**src/hw/rtl/mhse_pkg.sv**
```systemverilog
// Shared constants, types and key compare for the min-heap sift engine.
`default_nettype none

package mhse_pkg;

  localparam int HEAP_DEPTH = 1024;
  localparam int KEY_WIDTH  = 32;
  localparam int IDX_W      = $clog2(HEAP_DEPTH);
  localparam int SIZE_W     = IDX_W + 1;
  localparam int SWAP_W     = 4;

  localparam logic [SWAP_W-1:0] SWAP_MAX = {SWAP_W{1'b1}};

  typedef logic [KEY_WIDTH-1:0] key_t;

  // Command codes carried in the input word
  typedef enum logic [2:0] {
    CMD_WRITE = 3'd0,
    CMD_READ  = 3'd1,
    CMD_SWIM  = 3'd2,
    CMD_SINK  = 3'd3,
    CMD_BUILD = 3'd4
  } cmd_t;

  // Configuration register indexes
  localparam logic CFG_HEAP_SIZE  = 1'b0;
  localparam logic CFG_KEY_SIGNED = 1'b1;

  // Outcome of one sift level
  typedef struct packed {
    logic             move;
    logic [IDX_W-1:0] next_idx;
    key_t             move_key;
  } step_t;

  // True when key a is strictly less than key b
  function automatic logic key_less(input key_t a, input key_t b, input logic sgn);
    key_t ax;
    key_t bx;
    ax = a;
    bx = b;
    if (sgn) begin
      ax[KEY_WIDTH-1] = ~a[KEY_WIDTH-1];
      bx[KEY_WIDTH-1] = ~b[KEY_WIDTH-1];
    end
    return ax < bx;
  endfunction

endpackage

`default_nettype wire

```
**src/hw/rtl/mhse_sift_step.sv**
```systemverilog
// One level of swim or sink: compare the moving key with parent or children.
`default_nettype none

module mhse_sift_step import mhse_pkg::*; (
  input  wire logic              sink_mode,
  input  wire logic              key_signed,
  input  wire logic [IDX_W-1:0]  idx,
  input  wire logic [SIZE_W-1:0] size,
  input  wire key_t              cur_key,
  input  wire key_t              rd_a,
  input  wire key_t              rd_b,
  output step_t                  step
);

  logic [IDX_W+1:0] left;
  logic [IDX_W+1:0] right;
  logic [IDX_W+1:0] size_ext;
  logic [IDX_W-1:0] parent;
  logic             take_left;
  logic             take_right;
  key_t             best_key;

  assign left     = {1'b0, idx, 1'b1};
  assign right    = left + (IDX_W+2)'(1);
  assign size_ext = {1'b0, size};
  assign parent   = (idx - IDX_W'(1)) >> 1;

  // Pick the strictly smaller child, left wins ties
  always_comb begin
    take_left  = (left < size_ext) && key_less(rd_a, cur_key, key_signed);
    best_key   = take_left ? rd_a : cur_key;
    take_right = (right < size_ext) && key_less(rd_b, best_key, key_signed);
  end

  // Decide whether the key moves one level
  always_comb begin
    if (sink_mode) begin
      step.move     = take_left || take_right;
      step.next_idx = take_right ? right[IDX_W-1:0] : left[IDX_W-1:0];
      step.move_key = take_right ? rd_b : rd_a;
    end else begin
      step.move     = (idx != '0) && key_less(cur_key, rd_a, key_signed);
      step.next_idx = parent;
      step.move_key = rd_a;
    end
  end

endmodule

`default_nettype wire
```
**config.mk**
```make
export PLATFORM = sky130hd
export DESIGN_NAME = mhse_sift_step
export DESIGN_NICKNAME = d
export VERILOG_FILES = /design/src/hw/rtl/mhse_pkg.sv /design/src/hw/rtl/mhse_sift_step.sv
export SDC_FILE = /design/constraint.sdc
export NUM_CORES = 1
export LEC_CHECK = 0
export BUFFER_PORTS_ARGS = -buffer_cell sky130_fd_sc_hd__buf_2
export CAP_MARGIN = 5
export CORE_MARGIN = 2
export CORE_UTILIZATION = 35
export DETAILED_ROUTE_END_ITERATION = 6
export GPL_TIMING_DRIVEN = 0
export PLACE_DENSITY_LB_ADDON = 0.08
export SYNTH_ARGS = -nofsm -noshare
export SYNTH_HDL_FRONTEND = slang
export SYNTH_SLANG_ARGS = --single-unit
export TNS_END_PERCENT = 10
```
**constraint.sdc**
```tcl
create_clock -name vclk -period 9.01
set_input_delay 1.3515 -clock vclk [all_inputs]
set_output_delay 1.3515 -clock vclk [all_outputs]
set_load 0.1 [all_outputs]
```
==> run_results.csv <==
group,metric,value,unit
status,status,"finished, final reports clean",
routing,drt_first_iter_violations,148,
setup_path,critPathMaxStageDelay,500,ps
place,postPlaceCellArea,5050,um^2
timing,fin_crit,8680,ps
die,dieArea,12500,um^2
die,die_w,112,um
final_layout,post-route-cell-area,5060,um^2
logic_synthesis,synth_cell_types,48,
grt,grt_pass1_vias,4365,
worst_hold_path,holdPathEnd,"step[4]",
timing,finalHoldViolCount,0,
place,dp_hpwl,10.6,mm
final_layout,fillerInstances,1248,
die,core,11400,um^2
worst_hold_path,whs_path_depth,3,
die,initial_core_util,35.8,%
setup_path,arrival,7330,ps
setup_path,crit_required,7660,ps
timing,finalCritPeriodShare,96.3,%
place,dp.cells,868,
routing,vias,4496,
routing,ant_nets,0,
logic_synthesis,synth_area_leaders,"ha_1 35%, mux2_2 8.0%, inv_1 7.8%",
grt,grtUsageTotal,18.6,%
routing,routed_wl,12.3,mm
final_layout,register_area,0,um^2
logic_synthesis,synth_top_cell_by_area,"ha_1",
logic_synthesis,yosysWarnings,0,
job,maxCapViolCount,0,
final_layout,n_antenna_cell,0,
timing,clock.fmax,115,MHz
grt,grt_pass1_wl,20.1,mm
timing,drv_slew,0,
setup_path,cpMostUsedCell,"clkbuf_1",
logic_synthesis,yosysSeqAreaShare,0,%
routing,drc,0,
logic_synthesis,avgSynthCellArea,7.20,um^2
setup_path,worstSetupEndpointType,"output port",
setup_path,path_class,"input pin to output port",
final_layout,area_growth,23.9,%
final_layout,clkbuf_count,0,
final_layout,seq_cell_count,0,
timing,rsz0062_at_grt,"no",
final_layout,fin_nets,960,
clock_network,post_cts.repair.setup_buffers,0,
timing,tightest_slew,802,ps
worst_hold_path,hp-class,"input pin to output port",
power_and_ir_drop,peakVddDrop,80.7,uV
logic_synthesis,mappedNetlistNets,800,
logic_synthesis,syn_inst,567,
routing,drtPass1Iterations,4,
timing,relSlewSlack,46.0,%
setup_path,slowest_stage,"a211oi_4",
setup_path,path_max_fanout,10,
final_layout,fin_util,44.3,%
timing,setup_viol,0,
power_and_ir_drop,p_per_area,99.6,nW/um^2
grt,overflow,0,
logic_synthesis,netlist.area_leader.share,34.9,%
timing,finalSetupTns,0,ps
place,io_buffer_count,158,
die,ios,162,
place,routabilityCongestion,0.837,
routing,wire_per_inst,14.2,um
final_layout,drive_gt1_share,27.4,%
routing,vias_per_cell,5.18,
power_and_ir_drop,cellLeakagePower,2.75,nW
die,rows,39,
setup_path,crit_path_cell_trace,"buf_2, inv_1, ha_1, and3_1, a211o_1, o221ai_1, o211ai_1, a211oi_4, clkbuf_1, nor2_1, a21oi_1, ha_1, a211oi_1, o21ai_0, a221o_1, o2111ai_1, a211oi_1, a2111o_1, clkbuf_1, a31o_2, clkbuf_1, a311oi_1, buf_2",
die,die_y,112,um
setup_path,startpoint_type,"input pin",
grt,antenna_found_initial,1,
worst_hold_path,hp-start,"rd_b[4]",
grt,grt_max_degree,11,
logic_synthesis,synth_area,4080,um^2
final_layout,finalNonFillerCells,868,
critical path: cells and delay by family:
kind                       cells  cell delay (ps)
buffers and inverters          6             1560
adders and majority gates      2              570
and+or+nand+nor                2              280
AOI/OAI and AO/OA             13             3540
stage by stage:
| stage | hold WS [ps] | worst slack [ps] | power (mW) |
|---|---|---|---|
| after global placement | 3320 | 258 | 0.499 |
| after global routing | 3340 | 7.45 | 0.546 |
| after floorplan | 3170 | -179 | 0.387 |
| after detailed placement | 3320 | 273 | 0.503 |
| final | 3320 | 329 | 0.504 |
| after CTS | 3320 | 252 | 0.506 |
cell usage in the layout, fill, tap and decap left out, types with 10 or more instances in the layout:
cell      synthesis  routed
mux2_2           29      29
nand4_1          10      10
a311oi_1         16      16
a21oi_1          59      59
a21o_1           19      19
clkbuf_1         18      17
nand2_1          20      20
nor2_1           49      49
nand3_1          19      19
xnor2_1          14      14
buf_2             2     158
o21ai_0          17      17
ha_1            114     114
inv_1            85      85
power by group:
part	switching, mW	total [mW]	internal [mW]
combinational	0.358	0.504	0.145
clock	0	0	0
sequential	0	0	0
total	0.358	0.504	0.145
metal layers:
layer,global-route usage (%),wire length (um),part of all wire (%),vias up
li1,-,-,-,2345
met3,0.762,659,5.3,6
met5,0,0,0,-
met4,1.54,91,0.74,0
met2,33.8,5830,47,135
met1,25.5,5760,47,2010
kinds of logic after synthesis:
family,count (synthesis),synth area share (%)
AO/OA/AOI/OAI,155,25.3
AND/OR/NAND/NOR,135,15.8
adder cells (fa/ha/maj),114,34.9
buffers and inverters,109,10.4
multiplexers,35,9.56
XOR/XNOR,19,4.08
repair_timing:
item	4_1_cts	5_1_grt
resized for setup	0	4
hold buffers	0	0
endpoints found under the setup margin	0	2
how the worst max path moves through the flow:
stage                startpoint        to  slack [ps]  cells after the start
detailed placement   cur_key[9]  step[34]         270                     23
finish               cur_key[9]  step[37]         330                     23
floorplan            cur_key[9]  step[34]        -180                     21
global placement    cur_key[11]  step[34]         260                     23
CTS                  cur_key[9]  step[34]         250                     23
global route         cur_key[9]  step[35]           7                     23
Yosys cell counts (all sizes together) (4+ instances only):
| library cell | number |
|---|---|
| nand2 | 20 |
| inv | 85 |
| xnor2 | 14 |
| nand3 | 19 |
| a21oi | 59 |
| a21o | 19 |
| nand4 | 10 |
| xor2 | 5 |
| o22ai | 5 |
| o21a | 4 |
| buf | 5 |
| clkbuf | 18 |
| nor2b | 9 |
| nor3 | 9 |
| ha | 114 |
| nor2 | 49 |
| o21ai | 17 |
| o211ai | 5 |
| mux2 | 32 |
| a311oi | 17 |
| a211oi | 6 |
| nor4 | 4 |
area by class of cell:
cell class,instances,area [um^2],area share (%)
multi-input combinational,458,3660,72.3
timing repair buffer,158,796,15.7
inverter,86,323,6.38
tap,143,179,3.54
buffer,23,101,2.00
(Power assumes the default switching activity.)
